[config.mk]
export PLATFORM = sky130hd
export DESIGN_NAME = crki_ctrl
export DESIGN_NICKNAME = d
export VERILOG_FILES = /design/src/rtl/core/crki_pkg.sv /design/src/rtl/core/crki_ctrl.sv
export SDC_FILE = /design/constraint.sdc
export NUM_CORES = 1
export LEC_CHECK = 0
export CAP_MARGIN = 40
export CELL_PAD_IN_SITES_DETAIL_PLACEMENT = 0
export CELL_PAD_IN_SITES_GLOBAL_PLACEMENT = 1
export CORE_MARGIN = 1.5
export CORE_UTILIZATION = 39
export DETAILED_ROUTE_END_ITERATION = 6
export DONT_BUFFER_PORTS = 1
export PLACE_DENSITY = 0.72
export SYNTH_ARGS = -nofsm -noshare
export SYNTH_HDL_FRONTEND = slang
export SYNTH_SLANG_ARGS = --single-unit
[constraint.sdc]
create_clock -name clk -period 2.1 [get_ports clk]
set_clock_uncertainty 0.1 [all_clocks]
set_input_delay 0.42 -clock clk [delete_from_list [all_inputs] [get_ports clk]]
set_output_delay 0.42 -clock clk [all_outputs]
set_load 0.03 [all_outputs]
[src/rtl/core/crki_pkg.sv]
// ----------------------------------------------------------------------------
// crki_pkg: shared types and constants of the keyframe interpolator
// Holds field widths, the controller state type and controller/datapath
// command and status structs.
// ----------------------------------------------------------------------------
package crki_pkg;

  localparam int unsigned DefMaxPoints = 256;
  localparam int unsigned CoordW       = 32;
  localparam int unsigned TimeW        = 32;
  localparam int unsigned CountW       = 9;
  localparam int unsigned FracW        = 16;
  localparam int unsigned ParamW       = 17;
  localparam int unsigned AccW         = 40;

  localparam logic ActLoad  = 1'b0;
  localparam logic ActQuery = 1'b1;

  typedef enum logic [3:0] {
    ST_IDLE,
    ST_ONE_WAIT,
    ST_SRCH_RD,
    ST_SRCH_CMP,
    ST_SEG_RD,
    ST_SEG_WAIT,
    ST_DIV_INIT,
    ST_DIV,
    ST_PTS_RD,
    ST_EVAL,
    ST_OUT
  } state_t;

  // point fetch slot selects
  typedef enum logic [1:0] {
    PT_I0,
    PT_SEG,
    PT_I1,
    PT_I2
  } ptsel_t;

  typedef struct packed {
    logic   start;       // latch query and set search bounds
    logic   srch_rd;     // read time at mid
    logic   srch_cmp;    // narrow search bounds
    logic   seg_rd;      // read t0 and t1
    logic   div_start;   // set up local parameter
    logic   div_step;    // one quotient bit
    logic   pt_rd;       // read one point
    ptsel_t pt_sel;
    logic   pt_cap;      // capture previous point read
    ptsel_t cap_sel;
    logic   eval_start;
    logic   eval_step;
    logic   single;      // one keyframe answer
  } dp_cmd_t;

  typedef struct packed {
    logic srch_done;
    logic div_done;
    logic eval_done;
  } dp_stat_t;

endpackage

[src/rtl/core/crki_ctrl.sv]
// ----------------------------------------------------------------------------
// crki_ctrl: query sequencer
// Steps through search, divide, point fetch and cubic evaluation.
// ----------------------------------------------------------------------------
module crki_ctrl (
  input  logic              clk,
  input  logic              rst,
  input  logic              in_go,      // query accepted
  input  logic              cnt_zero,
  input  logic              cnt_one,
  input  logic              out_taken,
  input  crki_pkg::dp_stat_t stat,
  output crki_pkg::dp_cmd_t cmd,
  output logic              busy,
  output logic              out_valid
);
  import crki_pkg::*;

  state_t     state, state_next;
  logic [2:0] pcnt, pcnt_next;

  // state register
  always_ff @(posedge clk) begin
    if (rst) begin
      state <= ST_IDLE;
      pcnt  <= '0;
    end else begin
      state <= state_next;
      pcnt  <= pcnt_next;
    end
  end

  // next state
  always_comb begin
    state_next = state;
    pcnt_next  = pcnt;
    case (state)
      ST_IDLE: begin
        if (in_go && !cnt_zero) begin
          state_next = cnt_one ? ST_ONE_WAIT : ST_SRCH_RD;
        end
      end
      ST_ONE_WAIT: state_next = ST_OUT;
      ST_SRCH_RD:  state_next = ST_SRCH_CMP;
      ST_SRCH_CMP: state_next = stat.srch_done ? ST_SEG_RD : ST_SRCH_RD;
      ST_SEG_RD:   state_next = ST_SEG_WAIT;
      ST_SEG_WAIT: state_next = ST_DIV_INIT;
      ST_DIV_INIT: state_next = ST_DIV;
      ST_DIV: begin
        if (stat.div_done) begin
          state_next = ST_PTS_RD;
          pcnt_next  = '0;
        end
      end
      ST_PTS_RD: begin
        pcnt_next = pcnt + 3'd1;
        if (pcnt == 3'd5) begin
          state_next = ST_EVAL;
        end
      end
      ST_EVAL: state_next = stat.eval_done ? ST_OUT : ST_EVAL;
      ST_OUT:  state_next = out_taken ? ST_IDLE : ST_OUT;
      default: state_next = ST_IDLE;
    endcase
  end

  // outputs
  always_comb begin
    cmd        = '0;
    busy       = (state != ST_IDLE);
    out_valid  = (state == ST_OUT);
    case (state)
      ST_IDLE: begin
        cmd.start  = in_go;
        cmd.single = in_go && cnt_one;
      end
      ST_SRCH_RD:  cmd.srch_rd = 1'b1;
      ST_SRCH_CMP: cmd.srch_cmp = 1'b1;
      ST_SEG_RD:   cmd.seg_rd = 1'b1;
      ST_DIV_INIT: cmd.div_start = 1'b1;
      ST_DIV:      cmd.div_step = 1'b1;
      ST_PTS_RD: begin
        cmd.pt_rd   = (pcnt < 3'd4);
        cmd.pt_sel  = ptsel_t'(pcnt[1:0]);
        cmd.pt_cap  = (pcnt != 3'd0) && (pcnt < 3'd5);
        cmd.cap_sel = ptsel_t'(pcnt[1:0] - 2'd1);
        cmd.eval_start = (pcnt == 3'd5);
      end
      ST_EVAL:     cmd.eval_step = 1'b1;
      default: ;
    endcase
  end

  // assertions
  a_out_only_when_busy: assert property (@(posedge clk) disable iff (rst)
    out_valid |-> busy) else $error("result valid while idle");
  a_out_holds: assert property (@(posedge clk) disable iff (rst)
    out_valid && !out_taken |=> out_valid) else $error("result dropped");
  a_no_start_busy: assert property (@(posedge clk) disable iff (rst)
    busy |-> !cmd.start) else $error("start while busy");

endmodule

==> reports/results.ini <==
[placed_design]
place.port_buffers = 0
hpwlAfterDp_um = 1040
place.gp.congestion = 0.799
dpl_worst_slack_ps = 199

[synth]
synth_cell_type_count = 32
synth_flop_cell = sky130_fd_sc_hd__dfxtp_1
postSynthNetCount = 91
seq_area_frac_synth = 0.246
synth-warning-count = 0
post_synth_instance_area_sq_um = 571
synth_area_per_cell_sq_um = 7.22
netlist_instances = 79
synth-edff-count = 0
synth_async_sr_flop_share = 0
synth-seq-cells = 7

[timing]
finalMaxSlewViolations = 0
max_slew.worst_pin.slew_ps = 318
setup_violations = 0
report.final.hold_viol_count = 0
fmax_mhz = 506
slew_headroom = 0.789
setup_tns_ps = 0
finalWorstPathRequiredPeriod_ps = 1980
fin_crit_sh = 0.941
rsz0062_at_grt = false
timing.final.ws_setup_ps = 123

[grt]
first_global_vias = 464
grt.total_usage = 0.196
grt_max_degree = 17
grt_first_pass_wirelength_um = 2080
number_of_antenna_violations_at_the_first_check_in_global_routing = 0
gr-total-overflow = 0

[setup_path]
startpoint_kind_of_the_worst_setup_timing_path = flip-flop
arrival_time_of_data_at_the_critical_path_endpoint_ps = 1460
path_class = reg2out
worst-endpoint-required_ps = 1580
cp_max_fo = 8
setup.worst_path.end_class = output pin

[floorplan]
design.core.area_sq_mm = 0.00133
core.rowCount = 13
fp.dieArea_sq_mm = 0.00170
die_y_um = 41.3
chipWidth_um = 41.3
initial_core_utilization = 0.428
top_level_ports = 26

[job]
max_cap_violations = 0

[route]
viasPerCell = 5.64
drt_iter0_drc = 6
wl_per_cell_um = 12.9
drt_first_pass_iters = 4
route.antenna.remaining_nets = 0
detailed_route_wire_length_um = 1440
dr_total_vias = 632
drc = 0

[layout]
layout_commonest_cell = sky130_fd_sc_hd__buf_4
fin_util = 0.558
antenna_diodes = 0
num-nets-final = 110
fill_cells = 136
syn_to_final_growth_pct = 30.5
layout_common_cells = sky130_fd_sc_hd__buf_4, sky130_fd_sc_hd__nor2_1, sky130_fd_sc_hd__a21oi_1
final_layout_size_suffix_gt1_frac = 0.309

[clock_tree]
cts_root_buffer = sky130_fd_sc_hd__clkbuf_4
cts.htree.levels = 1
clk_path_buf_depth = 2
ctsHoldBuffers = 0
cts_buffers = 3
worstSkewPairLatency_ps = 250
tritoncts = built
path_clk_slew_ps = 50
cts_sinks = 7

[outcome]
outcome = completed

[min_path]
timing.hold.worst.class = in2reg

[power]
total_leakage_power_nw = 0.342
peakVddDrop_uv = 321
power.density_mw_per_mm2 = 652

cell families after synthesis:
group | count (synthesis) | share of synthesized area
flops | 7 | 0.246
compound gates | 20 | 0.232
buf+inv | 9 | 0.0680
fa+ha+maj | 3 | 0.0658
simple gates | 39 | 0.371
mux | 1 | 0.0175
worst paths after layout:
check	from	endpoint	slack, ps	depth (start not counted)
max reg2reg	state[3]	state[0]	560	5
min	rst	pcnt[2]	130	1
max	state[1]	cmd[2]	120	3
min reg2reg	pcnt[1]	pcnt[1]	440	2
metrics by stage:
step                      instance area (sq um)  instances  total power [W]  hold slack (ps)
after floorplan                             571         79         0.000300              390
after CTS                                   731        111         0.000484              122
after global placement                      701        107         0.000357              393
final                                       744        112         0.000485              127
after global routing                        744        112         0.000522              107
after detailed placement                    701        107         0.000359              393
cell usage after synthesis (all sizes together) (2+ instances only):
| library cell | number | area share |
|---|---|---|
| a21oi | 7 | 0.061 |
| buf | 2 | 0.022 |
| nand2 | 4 | 0.026 |
| nor2b | 3 | 0.033 |
| nor3 | 5 | 0.053 |
| dfxtp | 7 | 0.25 |
| and3 | 4 | 0.044 |
| clkbuf | 3 | 0.020 |
| o21ai | 3 | 0.033 |
| nor4b | 2 | 0.031 |
| nor2 | 15 | 0.10 |
| o22a | 2 | 0.031 |
| ha | 3 | 0.066 |
| a31oi | 2 | 0.022 |
| inv | 4 | 0.026 |
registers in the layout, indices dropped and copies added, names as in the netlist:
| signal | count |
|---|---|
| pcnt | 3 |
| state | 4 |
critical path, stage by stage (launching register included):
cell and delay (ps):
sky130_fd_sc_hd__dfxtp_1 310, sky130_fd_sc_hd__or4b_4 600, sky130_fd_sc_hd__nor2_1 130, sky130_fd_sc_hd__buf_4 160
per-layer routing:
| layer | up-vias | part of all wire | wire length (um) | track usage |
|---|---|---|---|---|
| met1 | 287 | 0.50 | 719 | 0.280 |
| li1 | 324 | - | - | - |
| met5 | - | 0 | 0 | 0 |
| met4 | 0 | 0.013 | 19 | 0.0726 |
| met2 | 17 | 0.41 | 588 | 0.227 |
| met3 | 4 | 0.079 | 114 | 0.120 |
power breakdown:
| group | switching, W | internal (W) |
|---|---|---|
| Combinational | 0.000129 | 0.0000838 |
| Clock | 0.0000493 | 0.0000725 |
| Sequential | 0.00000772 | 0.000143 |
| Total | 0.000186 | 0.000299 |
timing repair:
| action | in CTS | in global routing |
|---|---|---|
| resized for setup | 1 | 3 |
| setup buffers | 0 | 1 |
| pin swaps | 0 | 1 |
| endpoints found under the setup margin | 7 | 6 |
area by class of cell:
cell class / instances / area (sq um) / share of cell area
well taps: 15 / 18.8 / 0.0252
flip-flops and latches: 7 / 141 / 0.190
clock buffers: 4 / 26.3 / 0.0353
inverters: 4 / 15.0 / 0.0202
repair buffers: 19 / 143 / 0.192
multi-input cells: 63 / 400 / 0.538
No activity file was read; power rests on OpenSTA's default activity.
